## src/sv/bcr_pkg.sv

```systemverilog
// ----------------------------------------------------------------------------
// bcr_pkg: shared types and constants for backlash compensation ramp
// Widths, register codes, phase codes, sequencer states and datapath helpers.
// ----------------------------------------------------------------------------
`default_nettype none

package bcr_pkg;

  localparam int FRAC_BITS = 24;
  localparam int OFS_W     = FRAC_BITS + 5;
  localparam int VEL_W     = FRAC_BITS + 12;
  localparam int BKL_W     = FRAC_BITS + 5;
  localparam int VLIM_W    = FRAC_BITS + 11;
  localparam int ALIM_W    = FRAC_BITS + 17;
  localparam int TICK_W    = 32;
  localparam int CFG_DW    = ALIM_W;
  localparam int CFG_IW    = 2;
  localparam int PHASE_W   = 3;
  localparam int DIR_W     = 2;
  localparam int W         = 64;
  localparam int HALF_W    = W / 2;
  localparam int CNT_W     = $clog2(W + 1);
  localparam int SCALE_W   = 7;

  localparam logic [W-1:0] STOP_CAP   = W'(1) << 60;
  localparam logic [SCALE_W-1:0] PCT_NUM = SCALE_W'(105);
  // ceil(2^70 / 100): floor(x / 100) = (x * PCT_RECIP) >> 70 for any x below 2^63
  localparam int           PCT_SHIFT  = 70;
  localparam logic [W-1:0] PCT_RECIP  = 64'd11805916207174113035;

  localparam logic [VLIM_W-1:0] VLIM_RST = VLIM_W'(10) << FRAC_BITS;
  localparam logic [ALIM_W-1:0] ALIM_RST = ALIM_W'(100) << FRAC_BITS;
  localparam logic [TICK_W-1:0] TICK_RST = TICK_W'(4294967);

  localparam logic signed [W-1:0] OFS_MAX = (W'(1) <<< (OFS_W - 1)) - W'(1);
  localparam logic signed [W-1:0] OFS_MIN = -OFS_MAX - W'(1);
  localparam logic signed [W-1:0] VEL_MAX = (W'(1) <<< (VEL_W - 1)) - W'(1);
  localparam logic signed [W-1:0] VEL_MIN = -VEL_MAX - W'(1);

  typedef enum logic [CFG_IW-1:0] {
    CFG_BACKLASH = 2'd0,
    CFG_VLIMIT   = 2'd1,
    CFG_ALIMIT   = 2'd2,
    CFG_TICK     = 2'd3
  } bcr_cfg_idx_t;

  typedef enum logic [PHASE_W-1:0] {
    PH_ON_TARGET = 3'd0,
    PH_RAMP_UP   = 3'd1,
    PH_CONSTANT  = 3'd2,
    PH_RAMP_DOWN = 3'd3,
    PH_SNAP      = 3'd4,
    PH_CLEARED   = 3'd6
  } bcr_phase_t;

  typedef enum logic [3:0] {
    ST_IDLE, ST_VMAX, ST_AMAX, ST_SETUP, ST_DSVEL, ST_DV, ST_SQ1, ST_SD1,
    ST_DECIDE, ST_ACC_DN, ST_ACC_UP, ST_SQ2, ST_SD2, ST_CHOOSE, ST_WRITE, ST_DONE
  } bcr_state_t;

  function automatic logic [W-1:0] mag(input logic signed [W-1:0] x);
    return x < 0 ? W'(-x) : W'(x);
  endfunction

  // trunc(|x| * T / 2^(32+extra)) with the sign of x restored
  function automatic logic signed [W-1:0] tick_scale(input logic [2*W-1:0] prod,
                                                     input logic extra,
                                                     input logic neg);
    logic [W-1:0] r;
    r = prod[W+HALF_W-1:HALF_W] >> extra;
    return neg ? -$signed(r) : $signed(r);
  endfunction

  function automatic logic signed [W-1:0] stop_cap(input logic [W-1:0] q,
                                                   input logic ovf);
    return (ovf || q > STOP_CAP) ? $signed(STOP_CAP) : $signed(q);
  endfunction

  function automatic logic signed [OFS_W-1:0] clamp_ofs(input logic signed [W-1:0] x);
    logic signed [W-1:0] y;
    y = (x > OFS_MAX) ? OFS_MAX : ((x < OFS_MIN) ? OFS_MIN : x);
    return OFS_W'(y);
  endfunction

  function automatic logic signed [VEL_W-1:0] clamp_vel(input logic signed [W-1:0] x);
    logic signed [W-1:0] y;
    y = (x > VEL_MAX) ? VEL_MAX : ((x < VEL_MIN) ? VEL_MIN : x);
    return VEL_W'(y);
  endfunction

endpackage

`default_nettype wire

```

## src/sv/bcr_mul.sv

```systemverilog
// ----------------------------------------------------------------------------
// bcr_mul: shared 64x64 multiplier built on one 32x32 product per cycle
// Four partial products, each registered, then accumulated into 128 bits.
// ----------------------------------------------------------------------------
`default_nettype none

module bcr_mul (
  input  wire logic                        clk,
  input  wire logic                        rst_n,
  input  wire logic                        start,
  input  wire logic [bcr_pkg::W-1:0]       op_a,
  input  wire logic [bcr_pkg::W-1:0]       op_b,
  output logic                             done,
  output logic [2*bcr_pkg::W-1:0]          prod
);
  import bcr_pkg::*;

  logic              busy_r;
  logic              done_r;
  logic [2:0]        cnt_r;
  logic [W-1:0]      a_r;
  logic [W-1:0]      b_r;
  logic [W-1:0]      pp_r;
  logic [2*W-1:0]    acc_r;
  logic [HALF_W-1:0] a_part;
  logic [HALF_W-1:0] b_part;
  logic [7:0]        sh;

  // step order: lo*lo, lo*hi, hi*lo, hi*hi
  assign a_part = cnt_r[1] ? a_r[W-1:HALF_W] : a_r[HALF_W-1:0];
  assign b_part = cnt_r[0] ? b_r[W-1:HALF_W] : b_r[HALF_W-1:0];

  always_comb begin
    unique case (cnt_r)
      3'd1:    sh = 8'd0;
      3'd4:    sh = 8'(W);
      default: sh = 8'(HALF_W);
    endcase
  end

  always_ff @(posedge clk) begin
    if (!rst_n) begin
      busy_r <= 1'b0;
      done_r <= 1'b0;
      cnt_r  <= '0;
    end else begin
      done_r <= 1'b0;
      if (start) begin
        a_r    <= op_a;
        b_r    <= op_b;
        acc_r  <= '0;
        cnt_r  <= '0;
        busy_r <= 1'b1;
      end else if (busy_r) begin
        if (cnt_r != 3'd4) begin
          pp_r <= W'(a_part * b_part);
        end
        if (cnt_r != 3'd0) begin
          acc_r <= acc_r + ({{W{1'b0}}, pp_r} << sh);
        end
        if (cnt_r == 3'd4) begin
          busy_r <= 1'b0;
          done_r <= 1'b1;
        end
        cnt_r <= cnt_r + 3'd1;
      end
    end
  end

  assign done = done_r;
  assign prod = acc_r;

endmodule

`default_nettype wire

```

## config.mk

```make
export PLATFORM = sky130hd
export DESIGN_NAME = bcr_mul
export DESIGN_NICKNAME = d
export VERILOG_FILES = /design/src/sv/bcr_pkg.sv /design/src/sv/bcr_mul.sv
export SDC_FILE = /design/constraint.sdc
export NUM_CORES = 2
export LEC_CHECK = 0
export BUFFER_PORTS_ARGS = -buffer_cell sky130_fd_sc_hd__buf_2
export CAP_MARGIN = 20
export CORE_UTILIZATION = 25
export CTS_CLUSTER_DIAMETER = 50
export CTS_CLUSTER_SIZE = 40
export DETAILED_ROUTE_END_ITERATION = 16
export SLEW_MARGIN = 40
export SYNTH_ARGS = -nofsm -noshare
export SYNTH_HDL_FRONTEND = slang
export SYNTH_SLANG_ARGS = --single-unit
export TNS_END_PERCENT = 100
```

## constraint.sdc

```tcl
create_clock -name clk -period 11.42 [get_ports clk]
set_input_delay 0 -clock clk [delete_from_list [all_inputs] [get_ports clk]]
set_output_delay 0 -clock clk [all_outputs]
set_load 0.02 [all_outputs]
```

==> impl_metrics.json <==
{
  "status": "complete, no violations",
  "grt_use_met1": 0.2696,
  "drt-initial-drc-count": 5086,
  "cts_tree": "yes",
  "period_share": 0.8248,
  "ys_ff_latch": 325,
  "critPathCaptureType": "flip-flop",
  "synth_flop_cell": "edfxtp_1",
  "cp.required_ns": 11.85,
  "max_freq_mhz": 106.2,
  "die_area_mm2": 0.2190,
  "cp_slowest_stage_delay_ns": 0.87,
  "skew_ns": 0.03320,
  "final_design_area_no_fill_mm2": 0.06223,
  "synth_area_leader_cell": "fa_1",
  "critPathMostFrequentCell": "fa_1",
  "synth.area.top_cells": "fa_1, edfxtp_1, ha_1",
  "grt_pass1_vias": 46707,
  "fin_setup_tns_ns": 0,
  "slew_headroom": 0.3938,
  "multi_input_area_mm2": 0.04030,
  "fill_cells": 22680,
  "place_hpwl_um": 172400,
  "reg2reg_setup_slack_ns": 2.00,
  "cap_violations": 0,
  "synth_top_area_share": 0.3308,
  "placed_area_mm2": 0.05908,
  "synthCells": 5997,
  "crit_type": "flip-flop to flip-flop",
  "drt_wl_total_um": 218500,
  "die_w_um": 468.0,
  "setup_violations": 0,
  "min_path_type": "input pin to flip-flop",
  "avgSynthCellArea_um2": 9.053,
  "cts.reportedPaths.clkPinSlew_ns": 0.08,
  "drt-pass1-iter-count": 7,
  "netlist-cell-type-count": 89,
  "cts.sinks": 325,
  "routedWlPerCell_um": 23.99,
  "vias_per_cell": 5.027,
  "grtUsageMet3": 0.05367,
  "cts_resized": 0,
  "hold_violations": 0,
  "clockBufferDepth": 3,
  "grtUsageMet2": 0.2917,
  "slowest_stage": "dfxtp_4",
  "final-seq-area_mm2": 0.009718,
  "start_kind": "flip-flop",
  "grt_overflow_total": 0,
  "top_usage_layer": "met2",
  "clock_latency_ns": 0.68,
  "grt_max_degree": 82,
  "synthArstFlopShare": 0,
  "grt_pass1_wl_um": 316300,
  "cts_made_buffers": 42,
  "initial_core_util": 0.2522,
  "maxSlewViolCount": 0,
  "synth_edf_count": 320,
  "synth-seq-area-share": 0.1788,
  "area.growth.synth_to_final_pct": 14.62,
  "timing.final.crit_period_ns": 9.419,
  "vias": 45781,
  "synth_warnings": 0,
  "drive_gt1_frac": 0.09708,
  "antenna_left": 0,
  "numPortBuffers": 259,
  "syn_area_mm2": 0.05429,
  "antenna_found_initial": 12,
  "core.rowCount": 170,
  "place.gp.congestion": 1.000,
  "remaining_drc_errors": 0,
  "final_net_count": 7650,
  "rsz0062_at_grt": "no",
  "worst_slew_pin_slew_ns": 0.9094,
  "ios": 260,
  "core_mm2": 0.2153,
  "arrival_ns": 9.85,
  "grt_usage": 0.1972,
  "path_max_fanout": 39,
  "syn_nets": 7418,
  "cts-root-buf": "clkbuf_16",
  "die_h_um": 468.0,
  "htree_num_levels": 2
}
## cell usage in the layout (no fill, tap or decap), types with 70 or more instances in the layout
master / Yosys / final
inv_1: 944 / 944
o21ai_0: 144 / 143
fa_1: 897 / 897
buf_4: 0 / 72
ha_1: 393 / 392
nor2_1: 838 / 836
a21o_1: 112 / 112
mux2_2: 69 / 70
dlygate4sd3_1: 0 / 154
a21oi_1: 317 / 317
edfxtp_1: 320 / 320
nand2_1: 687 / 687
nand4_1: 93 / 93
xnor2_1: 90 / 90
buf_2: 24 / 258
## logic make-up (layout without fill, tap and decap cells)
group / count (synthesis) / count (layout) / synth area share
other: 0 / 6 / 0
adders and majority gates: 1290 / 1290 / 0.4214
and+or+nand+nor: 1947 / 1947 / 0.1534
AOI/OAI and AO/OA: 881 / 881 / 0.1055
buffers and inverters: 1257 / 1523 / 0.08765
muxes: 145 / 145 / 0.02872
xor gates and xnor gates: 152 / 152 / 0.02452
DFF: 325 / 325 / 0.1788
## Yosys cell counts, drive strengths merged (54+ instances only)
| library cell | count |
|---|---|
| ha | 393 |
| nand4 | 94 |
| nor3 | 54 |
| mux2i | 65 |
| o21ai | 151 |
| inv | 944 |
| nand2 | 687 |
| o21bai | 66 |
| nor2 | 838 |
| and3 | 57 |
| edfxtp | 320 |
| a21oi | 319 |
| xnor2 | 90 |
| mux2 | 80 |
| fa | 897 |
| xor2 | 62 |
| clkbuf | 273 |
| a21o | 112 |
## cell type report
class	instances	share of cell area
multi-input cells	4415	0.6476
flip-flops and latches	325	0.1562
repair buffers	501	0.05787
well taps	2838	0.05706
inverters	944	0.05694
clock buffers	44	0.01701
clock inverters	34	0.007098
diodes	6	0.0002413
## through the flow
stage               hold WS (ns)  worst slack (ns)  cells  utilization
global route             0.02341             1.493   9102       0.2890
CTS                    0.0006955             1.990   9097       0.2886
floorplan                0.09887             2.806   5997            -
finish                   0.03508             2.001   9107       0.2891
detailed placement        0.1781             1.987   8865       0.2745
global placement          0.1764             2.085   8858       0.2736
## per-layer routing
| layer | part of all wire | up-vias |
|---|---|---|
| met3 | 0.12 | 433 |
| met1 | 0.42 | 22979 |
| met2 | 0.41 | 2571 |
| li1 | - | 19794 |
| met5 | 0.00016 | - |
| met4 | 0.049 | 4 |
## path summary, 6_finish.rpt
kind / from / endpoint / cells after the start
worst max register to register: cnt_r[1] / pp_r[60] / 25
worst min-delay path: op_a[37] / a_r[37] / 2
worst min register to register: cnt_r[2] / cnt_r[2] / 2
worst max-delay path: cnt_r[1] / pp_r[60] / 25
## what timing repair did
item,in CTS,in global routing
buffers inserted,0,0
hold buffers,154,0
hold endpoints to repair,141,0
endpoints found under the setup margin,0,0
## sequential cells by signal (all words and copies together) (netlist names)
name / flops
a_r: 64
cnt_r: 3
b_r: 64
busy_r: 1
pp_r: 64
done: 1
prod: 128
## worst max-delay path: cells and delay by family, from the launching register on
family	cells	cell delay [ns]
xor+xnor	1	0.14
mux	1	0.68
compound gates	8	1.71
simple gates	2	0.53
flops	1	0.87
fa+ha+maj	9	4.55
buf+inv	4	0.62
Power is not shown: default switching activity piles up to over one toggle a cycle in this logic, so the estimate is an artifact.
