### src/sv/bcr_pkg.sv
// ----------------------------------------------------------------------------
// bcr_pkg: shared types and constants for backlash compensation ramp
// Widths, register codes, phase codes, sequencer states and datapath helpers.
// ----------------------------------------------------------------------------
`default_nettype none

package bcr_pkg;

  localparam int FRAC_BITS = 24;
  localparam int OFS_W     = FRAC_BITS + 5;
  localparam int VEL_W     = FRAC_BITS + 12;
  localparam int BKL_W     = FRAC_BITS + 5;
  localparam int VLIM_W    = FRAC_BITS + 11;
  localparam int ALIM_W    = FRAC_BITS + 17;
  localparam int TICK_W    = 32;
  localparam int CFG_DW    = ALIM_W;
  localparam int CFG_IW    = 2;
  localparam int PHASE_W   = 3;
  localparam int DIR_W     = 2;
  localparam int W         = 64;
  localparam int HALF_W    = W / 2;
  localparam int CNT_W     = $clog2(W + 1);
  localparam int SCALE_W   = 7;

  localparam logic [W-1:0] STOP_CAP   = W'(1) << 60;
  localparam logic [SCALE_W-1:0] PCT_NUM = SCALE_W'(105);
  // ceil(2^70 / 100): floor(x / 100) = (x * PCT_RECIP) >> 70 for any x below 2^63
  localparam int           PCT_SHIFT  = 70;
  localparam logic [W-1:0] PCT_RECIP  = 64'd11805916207174113035;

  localparam logic [VLIM_W-1:0] VLIM_RST = VLIM_W'(10) << FRAC_BITS;
  localparam logic [ALIM_W-1:0] ALIM_RST = ALIM_W'(100) << FRAC_BITS;
  localparam logic [TICK_W-1:0] TICK_RST = TICK_W'(4294967);

  localparam logic signed [W-1:0] OFS_MAX = (W'(1) <<< (OFS_W - 1)) - W'(1);
  localparam logic signed [W-1:0] OFS_MIN = -OFS_MAX - W'(1);
  localparam logic signed [W-1:0] VEL_MAX = (W'(1) <<< (VEL_W - 1)) - W'(1);
  localparam logic signed [W-1:0] VEL_MIN = -VEL_MAX - W'(1);

  typedef enum logic [CFG_IW-1:0] {
    CFG_BACKLASH = 2'd0,
    CFG_VLIMIT   = 2'd1,
    CFG_ALIMIT   = 2'd2,
    CFG_TICK     = 2'd3
  } bcr_cfg_idx_t;

  typedef enum logic [PHASE_W-1:0] {
    PH_ON_TARGET = 3'd0,
    PH_RAMP_UP   = 3'd1,
    PH_CONSTANT  = 3'd2,
    PH_RAMP_DOWN = 3'd3,
    PH_SNAP      = 3'd4,
    PH_CLEARED   = 3'd6
  } bcr_phase_t;

  typedef enum logic [3:0] {
    ST_IDLE, ST_VMAX, ST_AMAX, ST_SETUP, ST_DSVEL, ST_DV, ST_SQ1, ST_SD1,
    ST_DECIDE, ST_ACC_DN, ST_ACC_UP, ST_SQ2, ST_SD2, ST_CHOOSE, ST_WRITE, ST_DONE
  } bcr_state_t;

  function automatic logic [W-1:0] mag(input logic signed [W-1:0] x);
    return x < 0 ? W'(-x) : W'(x);
  endfunction

  // trunc(|x| * T / 2^(32+extra)) with the sign of x restored
  function automatic logic signed [W-1:0] tick_scale(input logic [2*W-1:0] prod,
                                                     input logic extra,
                                                     input logic neg);
    logic [W-1:0] r;
    r = prod[W+HALF_W-1:HALF_W] >> extra;
    return neg ? -$signed(r) : $signed(r);
  endfunction

  function automatic logic signed [W-1:0] stop_cap(input logic [W-1:0] q,
                                                   input logic ovf);
    return (ovf || q > STOP_CAP) ? $signed(STOP_CAP) : $signed(q);
  endfunction

  function automatic logic signed [OFS_W-1:0] clamp_ofs(input logic signed [W-1:0] x);
    logic signed [W-1:0] y;
    y = (x > OFS_MAX) ? OFS_MAX : ((x < OFS_MIN) ? OFS_MIN : x);
    return OFS_W'(y);
  endfunction

  function automatic logic signed [VEL_W-1:0] clamp_vel(input logic signed [W-1:0] x);
    logic signed [W-1:0] y;
    y = (x > VEL_MAX) ? VEL_MAX : ((x < VEL_MIN) ? VEL_MIN : x);
    return VEL_W'(y);
  endfunction

endpackage

`default_nettype wire

### src/sv/bcr_div.sv
// ----------------------------------------------------------------------------
// bcr_div: shared restoring divider, 128 by 64 bits, one quotient bit a cycle
// Flags overflow at once when the high word is not below the divisor.
// ----------------------------------------------------------------------------
`default_nettype none

module bcr_div (
  input  wire logic                    clk,
  input  wire logic                    rst_n,
  input  wire logic                    start,
  input  wire logic [bcr_pkg::W-1:0]   num_hi,
  input  wire logic [bcr_pkg::W-1:0]   num_lo,
  input  wire logic [bcr_pkg::W-1:0]   den,
  output logic                         done,
  output logic [bcr_pkg::W-1:0]        quo,
  output logic                         ovf
);
  import bcr_pkg::*;

  logic             busy_r;
  logic             done_r;
  logic             ovf_r;
  logic [CNT_W-1:0] cnt_r;
  logic [W-1:0]     rem_r;
  logic [W-1:0]     lo_r;
  logic [W-1:0]     quo_r;
  logic [W-1:0]     den_r;
  logic [W:0]       trial;
  logic             fits;

  assign trial = {rem_r, lo_r[W-1]};
  assign fits  = trial >= {1'b0, den_r};

  always_ff @(posedge clk) begin
    if (!rst_n) begin
      busy_r <= 1'b0;
      done_r <= 1'b0;
    end else begin
      done_r <= 1'b0;
      if (start) begin
        den_r <= den;
        rem_r <= num_hi;
        lo_r  <= num_lo;
        quo_r <= '0;
        cnt_r <= CNT_W'(W);
        ovf_r <= num_hi >= den;
        if (num_hi >= den) begin
          done_r <= 1'b1;
          busy_r <= 1'b0;
        end else begin
          busy_r <= 1'b1;
        end
      end else if (busy_r) begin
        rem_r <= fits ? W'(trial - {1'b0, den_r}) : trial[W-1:0];
        lo_r  <= lo_r << 1;
        quo_r <= {quo_r[W-2:0], fits};
        cnt_r <= cnt_r - CNT_W'(1);
        if (cnt_r == CNT_W'(1)) begin
          busy_r <= 1'b0;
          done_r <= 1'b1;
        end
      end
    end
  end

  assign done = done_r;
  assign quo  = quo_r;
  assign ovf  = ovf_r;

endmodule

`default_nettype wire

### config.mk
export PLATFORM = sky130hd
export DESIGN_NAME = bcr_div
export DESIGN_NICKNAME = d
export VERILOG_FILES = /design/src/sv/bcr_pkg.sv /design/src/sv/bcr_div.sv
export SDC_FILE = /design/constraint.sdc
export NUM_CORES = 1
export LEC_CHECK = 0
export ABC_AREA = 1
export BUFFER_PORTS_ARGS = -buffer_cell sky130_fd_sc_hd__buf_2
export CELL_PAD_IN_SITES_DETAIL_PLACEMENT = 0
export CELL_PAD_IN_SITES_GLOBAL_PLACEMENT = 1
export CORE_UTILIZATION = 43
export CTS_CLUSTER_SIZE = 12
export DETAILED_ROUTE_END_ITERATION = 10
export PLACE_DENSITY_LB_ADDON = 0.3
export SYNTH_ARGS = -nofsm -noshare
export SYNTH_HDL_FRONTEND = slang
export SYNTH_SLANG_ARGS = --single-unit
### constraint.sdc
create_clock -name clk -period 6.9 [get_ports clk]
set_input_delay 0.69 -clock clk [delete_from_list [all_inputs] [get_ports clk]]
set_output_delay 0.69 -clock clk [all_outputs]
set_load 0.01 [all_outputs]
==> results of run 1 <==
cells by family (layout without fill, tap and decap cells):
| family | count (synthesis) | count (layout) | share of synthesized area (%) |
|---|---|---|---|
| fa+ha+maj | 131 | 131 | 8.543 |
| simple gates | 1552 | 1552 | 33.32 |
| buf+inv | 626 | 896 | 12.83 |
| flops | 266 | 266 | 41.34 |
| other cells | 0 | 8 | 0 |
| compound gates | 93 | 93 | 2.506 |
| xor+xnor | 32 | 32 | 1.454 |
power breakdown:
group | switching, mW | internal (mW) | total, mW
registers | 0.0597 | 1.98 | 2.04
logic | 1.09 | 0.531 | 1.62
clock network | 0.677 | 0.971 | 1.65
total | 1.82 | 3.48 | 5.30
area by class of cell:
cell class,instances,area share (%)
diodes,8,0.09062
clock buffers,39,3.647
clock inverters,18,0.8722
inverters,572,9.724
multi-input cells,1808,40.04
flip-flops and latches,266,36.07
well taps,592,3.353
repair buffers,267,6.213
cell usage in the layout, fill, tap and decap left out, types with 10 or more instances in the layout:
cell type,n
nor2_2,10
nand2_1,1115
nand3_1,122
nor3_1,13
nand3b_1,54
nor2_1,185
clkbuf_16,31
a21oi_1,69
edfxtp_1,264
nand4_1,15
inv_1,561
xnor2_1,31
inv_2,10
nand3_2,11
buf_2,259
o21ai_0,16
ha_1,130
worst max-delay path, delay by kind of cell (launching register included):
family	cells	cell delay (ps)
AND/OR/NAND/NOR	14	2450
adder cells (fa/ha/maj)	1	470
flip-flops	1	410
path summary, 6_finish.rpt:
check                       from                   to  slack, ps  depth (start not counted)
max          rem_r[59]$_DFFE_PP_  rem_r[57]$_DFFE_PP_       3400                         15
min                      den[61]  den_r[61]$_DFFE_PP_        300                          1
max reg2reg  rem_r[59]$_DFFE_PP_  rem_r[57]$_DFFE_PP_       3400                         15
min reg2reg   lo_r[37]$_DFFE_PP_   lo_r[38]$_DFFE_PP_        510                          2
state kept, by name, indices dropped and copies added, names as in the netlist:
name / flops
den_r: 64
rem_r: 64
cnt_r: 7
busy_r: 1
quo: 64
ovf: 1
lo_r: 64
done: 1
through the flow:
| step | hold slack [ps] | power [mW] |
|---|---|---|
| final | 298.1 | 5.301 |
| after global routing | 277.6 | 5.617 |
| after CTS | 274.0 | 5.333 |
| after detailed placement | 500.4 | 3.677 |
| after global placement | 493.2 | 3.662 |
| after floorplan | 487.4 | 3.194 |
layer usage:
metal	part of all wire (%)	global-route usage, %	vias up
met1	46	35.34	7807
li1	-	-	8786
met2	44	42.08	402
met5	0.18	0	-
met3	7.7	6.825	83
met4	2.1	6.404	20
==> results.cfg, run 1 <==
[synthesis]
syn_nets = 3026
most_instantiated_flip_flop_cell_in_the_synthesis_netlist = edfxtp_1
yosysMostFrequentCell = nand2_1
synth_top_area_cell = edfxtp_1
post_synth_main_area_contributors = edfxtp_1 (41%), nand2_1 (22%), inv_1 (11%)
async_reset_ff_share_pct = 0
syn-cell-area_um2 = 19270
synth_enable_flop_cells = 264
synth_seq_area_share_pct = 41.34
synth.lib_cells_used.distinct = 38
ys_warn_count = 0
syn_inst = 2700
synth.cells.most_frequent = nand2_1 (1116), inv_1 (563), edfxtp_1 (264)
postSynthRegisterBits = 266
synth_top_area_share_pct = 41.13
synthesis.area_per_instance_um2 = 7.138

[clock_network]
clockRootBuffer = clkbuf_16
post_cts.resized_instances = 0
clkSinkCount = 266
number_of_buffers_added_to_fix_hold_violations_after_cts = 0
ctsLongestPathBuffers = 3
postCtsSetupRepairBufs = 0
cts_tree = done
tritoncts.num_buffers = 31
clk_latency_ps = 580
worst_setup_hold_path_clk_slew_ps = 60
ctsHtreeMaxLevel = 1

[critical_path]
crit_path_start_kind = flop
cpMostUsedCell = nand2_1
crit_fanout = 65
endpoint_kind = flop
cp.required_ps = 7340
cpMaxStageDelayCell = nand2_4
crit_arrival_ps = 3940
type_of_the_setup_path_with_the_least_slack = flop to flop
crit_path_max_incr_delay_ps = 630
cp_cell_sequence = ha_1, nand2_1, nor2_1, nand2_1, nor2_1, nand2_1, nor2_1, nand2_1, nand3_1, nor2_4, nand2_4, nand2_4, nand2_1, nand2_1, nand2_1

[placement]
placement.io_buffers = 260
placedInstanceArea_um2 = 21070
post-place-cells = 3505
place_hpwl_mm = 47.36
dp_slack_ps = 3399
gp_routability_congestion = 1.019

[finish]
final_area_um2 = 22090
final_nets = 3272
seqCellArea_um2 = 7968
utilization_pct = 49.96
areaGrowthSynthToFinish_pct = 14.63
final_cell_count_no_fill = 3570
multi_input_area_um2 = 8845
layout.filler_cells = 4538
share_of_cells_above_drive_strength_1_pct = 12.09

[routing]
antenna_left = 0
drt-total-wl_mm = 59.37
drc = 0
detailedRoute.firstIterationViolations = 1169
num_vias = 17100
vias_per_cell = 4.789
wire_per_inst_um = 16.63
drt_pass1_iterations = 7

[timing]
timing.slew.headroom_pct = 31.35
finalClockSkew_ps = 14.63
post-route-period-util_pct = 50.80
timing.final.hold_violations = 0
setup_ws_ps = 3395
tightest_slew_ps = 1030
max_clock_freq_mhz = 285.3
final_tns_setup_ps = 0
min_period_ps = 3505
slew_viol_final = 0
setup_viol_count_final = 0
grt_setup_unrepaired = no

[global_routing]
number_of_antenna_violations_at_the_first_check_in_global_routing = 19
number_of_global_route_vias_before_repair = 16810
grt_util_all_layers_pct = 26.27
grt_first_pass_wirelength_mm = 91.20
gr-total-overflow = 0
grt_start_max_net_pins = 169

[job]
max_capacitance_violation_count = 0

[die]
core_area_um2 = 44220
initial_core_util_pct = 43.58
dieHeight_um = 213.7
io-pin-count = 261
std_cell_rows = 77
die_boundary_width_um = 213.7
design.die.area_um2 = 45670

[hold_path]
type_of_the_worst_min_delay_path = input pin to flop

[pwr]
power.static_leakage_nw = 12.05
ir_drop_v = 0.0002079
power_density_nw_per_um2 = 239.9

[status]
run_status = complete, no violations
Note: power is estimated with default switching activity, not from simulation.
==> run 2: changes to the inputs <==
--- a/config.mk
+++ b/config.mk
@@ -9,7 +9,7 @@
 export BUFFER_PORTS_ARGS = -buffer_cell sky130_fd_sc_hd__buf_2
 export CELL_PAD_IN_SITES_DETAIL_PLACEMENT = 0
 export CELL_PAD_IN_SITES_GLOBAL_PLACEMENT = 1
-export CORE_UTILIZATION = 43
+export CORE_UTILIZATION = 39
 export CTS_CLUSTER_SIZE = 12
 export DETAILED_ROUTE_END_ITERATION = 10
 export PLACE_DENSITY_LB_ADDON = 0.3
==> constraint.sdc (replaced) <==
create_clock -name clk -period 3 [get_ports clk]
set_input_delay 0.3 -clock clk [delete_from_list [all_inputs] [get_ports clk]]
set_output_delay 0.3 -clock clk [all_outputs]
set_load 0.01 [all_outputs]
==> run 2 against run 1 <==
Net effect: worst hold slack worse by 280 ps; wire length rose by 8.5%; core utilization down 0.095 points; clock power is 110% higher; largest power group unchanged; critical path depth is 1 higher; sequential share of layout area is 3.4 points lower; final area up 10%; sequential cell count unchanged; sequential power up 130%; die area increased by 10%; power rose by 130%; cell count rose by 8.0%.
==> results.cfg, run 2 (same netlist as run 1, synthesis figures left out) <==
[status]
run_status = complete, no violations

[timing]
timing.final.hold_violations = 0
max_clock_freq_mhz = 349.0
slew_viol_final = 0
min_period_ps = 2866
tightest_slew_ps = 917.3
timing.slew.headroom_pct = 38.84
finalClockSkew_ps = 42.24
grt_setup_unrepaired = no
setup_viol_count_final = 0
final_tns_setup_ps = 0
post-route-period-util_pct = 95.52

[clock_network]
tritoncts.num_buffers = 31
cts_tree = done
clkSinkCount = 266
worst_setup_hold_path_clk_slew_ps = 60
ctsHtreeMaxLevel = 1
clockRootBuffer = clkbuf_16
clk_latency_ps = 630
ctsLongestPathBuffers = 3

[critical_path]
endpoint_kind = flop
cp.required_ps = 3370
crit_path_start_kind = flop
regToRegStartpoint = lo_r[63]$_DFFE_PP_
crit_fanout = 4
type_of_the_setup_path_with_the_least_slack = flop to flop
rrSetupSlack_ps = 130
crit_arrival_ps = 3240
worst_setup_path_startpoint = lo_r[63]$_DFFE_PP_
reg2reg_depth = 16

[routing]
drt_pass1_iterations = 9
antenna_left = 0
drt-total-wl_mm = 64.43
num_vias = 18160
drc = 0
wire_per_inst_um = 16.71
detailedRoute.firstIterationViolations = 1111
vias_per_cell = 4.710

[finish]
layout.filler_cells = 4981
areaGrowthSynthToFinish_pct = 26.38
utilization_pct = 49.86
final_nets = 3492
share_of_cells_above_drive_strength_1_pct = 12.83
layout.cells.most_common = nand2_1
mostFrequentLayoutCells = nand2_1 (1111), inv_1 (561), edfxtp_1 (264)

[die]
initial_core_util_pct = 39.45
design.die.area_um2 = 50310
dieHeight_um = 224.3
io-pin-count = 261
std_cell_rows = 81
core_area_um2 = 48850
die_boundary_width_um = 224.3

[placement]
place_hpwl_mm = 50.05
placement.io_buffers = 260
gp_routability_congestion = 0.9591

[job]
max_capacitance_violation_count = 0

[pwr]
switching_share_pct = 35.30
intPower_mw = 7.987
pwr-share-seq_pct = 38.0
power.combinational.fraction_pct = 33.3
power.static_leakage_nw = 13.00
clockPowerShare_pct = 28.7
ir_drop_v = 0.0004201
p_sw_mw = 4.358
power_density_nw_per_um2 = 506.8

[hold_path]
worst_hold_path.num_cells = 3
type_of_the_worst_min_delay_path = input pin to flop
worstHoldStart = num_hi[60]

[global_routing]
grt_start_max_net_pins = 185
gr-total-overflow = 0
number_of_global_route_vias_before_repair = 18320
number_of_antenna_violations_at_the_first_check_in_global_routing = 4
grt_util_all_layers_pct = 25.84
grt_first_pass_wirelength_mm = 100.6
## run 2: stage by stage
stage	worst slack (ps)	std cells	cell area (um2)	power [mW]	hold WS (ps)
3_5_place_dp	52.56	3614	21540	8.626	494.5
5_1_grt	11.40	3853	24350	13.11	12.05
4_1_cts	63.64	3853	24290	12.40	1.897
2_1_floorplan	457.3	2700	19280	7.310	398.9
3_3_place_gp	65.22	3614	21540	8.598	491.6
6_report	134.4	3855	24360	12.34	18.95
## run 2: power by group through the flow
stage,Combinational [mW],Sequential [mW],Clock (mW)
CTS,4.08,4.68,3.63
global placement,3.85,4.75,0
global route,4.64,4.72,3.75
detailed placement,3.87,4.75,0
floorplan,2.54,4.77,0
finish,4.12,4.69,3.54
## run 2: what timing repair did
action / 4_1_cts / 5_1_grt
setup endpoints to repair: 0 / 61
buffers inserted: 0 / 0
resized for setup: 0 / 18
hold buffers: 183 / 0
endpoints found under the hold margin: 183 / 0
## run 2: area by class of cell
type	instances	area, um2	area share [%]
clock inverters	12	76.32	0.3133
well taps	664	830.8	3.411
diodes	2	5.005	0.02055
clock buffers	44	844.6	3.467
inverters	572	2148	8.820
multi-input cells	1808	8912	36.59
repair buffers	487	3573	14.67
flip-flops and latches	266	7968	32.71
## run 2: worst max-delay path: stages (launching register included)
cell and delay (ps):
edfxtp_1 360, inv_1 80, ha_1 140, inv_1 80, fa_1 400, nand3_1 120
nand3_2 130, nand2_1 90, nand2_1 150, nand2_1 120, nand3_1 300, nand2_1 260
nand3b_1 100, nand2_1 90, nand3_2 80, nand2_1 70, nand2_1 40
## run 2: final timing paths
path	endpoint
hold reg to reg	lo_r[43]$_DFFE_PP_
hold / removal	rem_r[60]$_DFFE_PP_
setup / recovery	rem_r[56]$_DFFE_PP_
setup reg to reg	rem_r[56]$_DFFE_PP_
## run 2: routing by layer
metal	wire [um]	GRT usage [%]	part of all wire [%]
met1	30130	35.64	47
met2	29460	42.73	46
met3	3776	4.572	5.9
met4	1045	4.630	1.6
met5	16	0	0.025
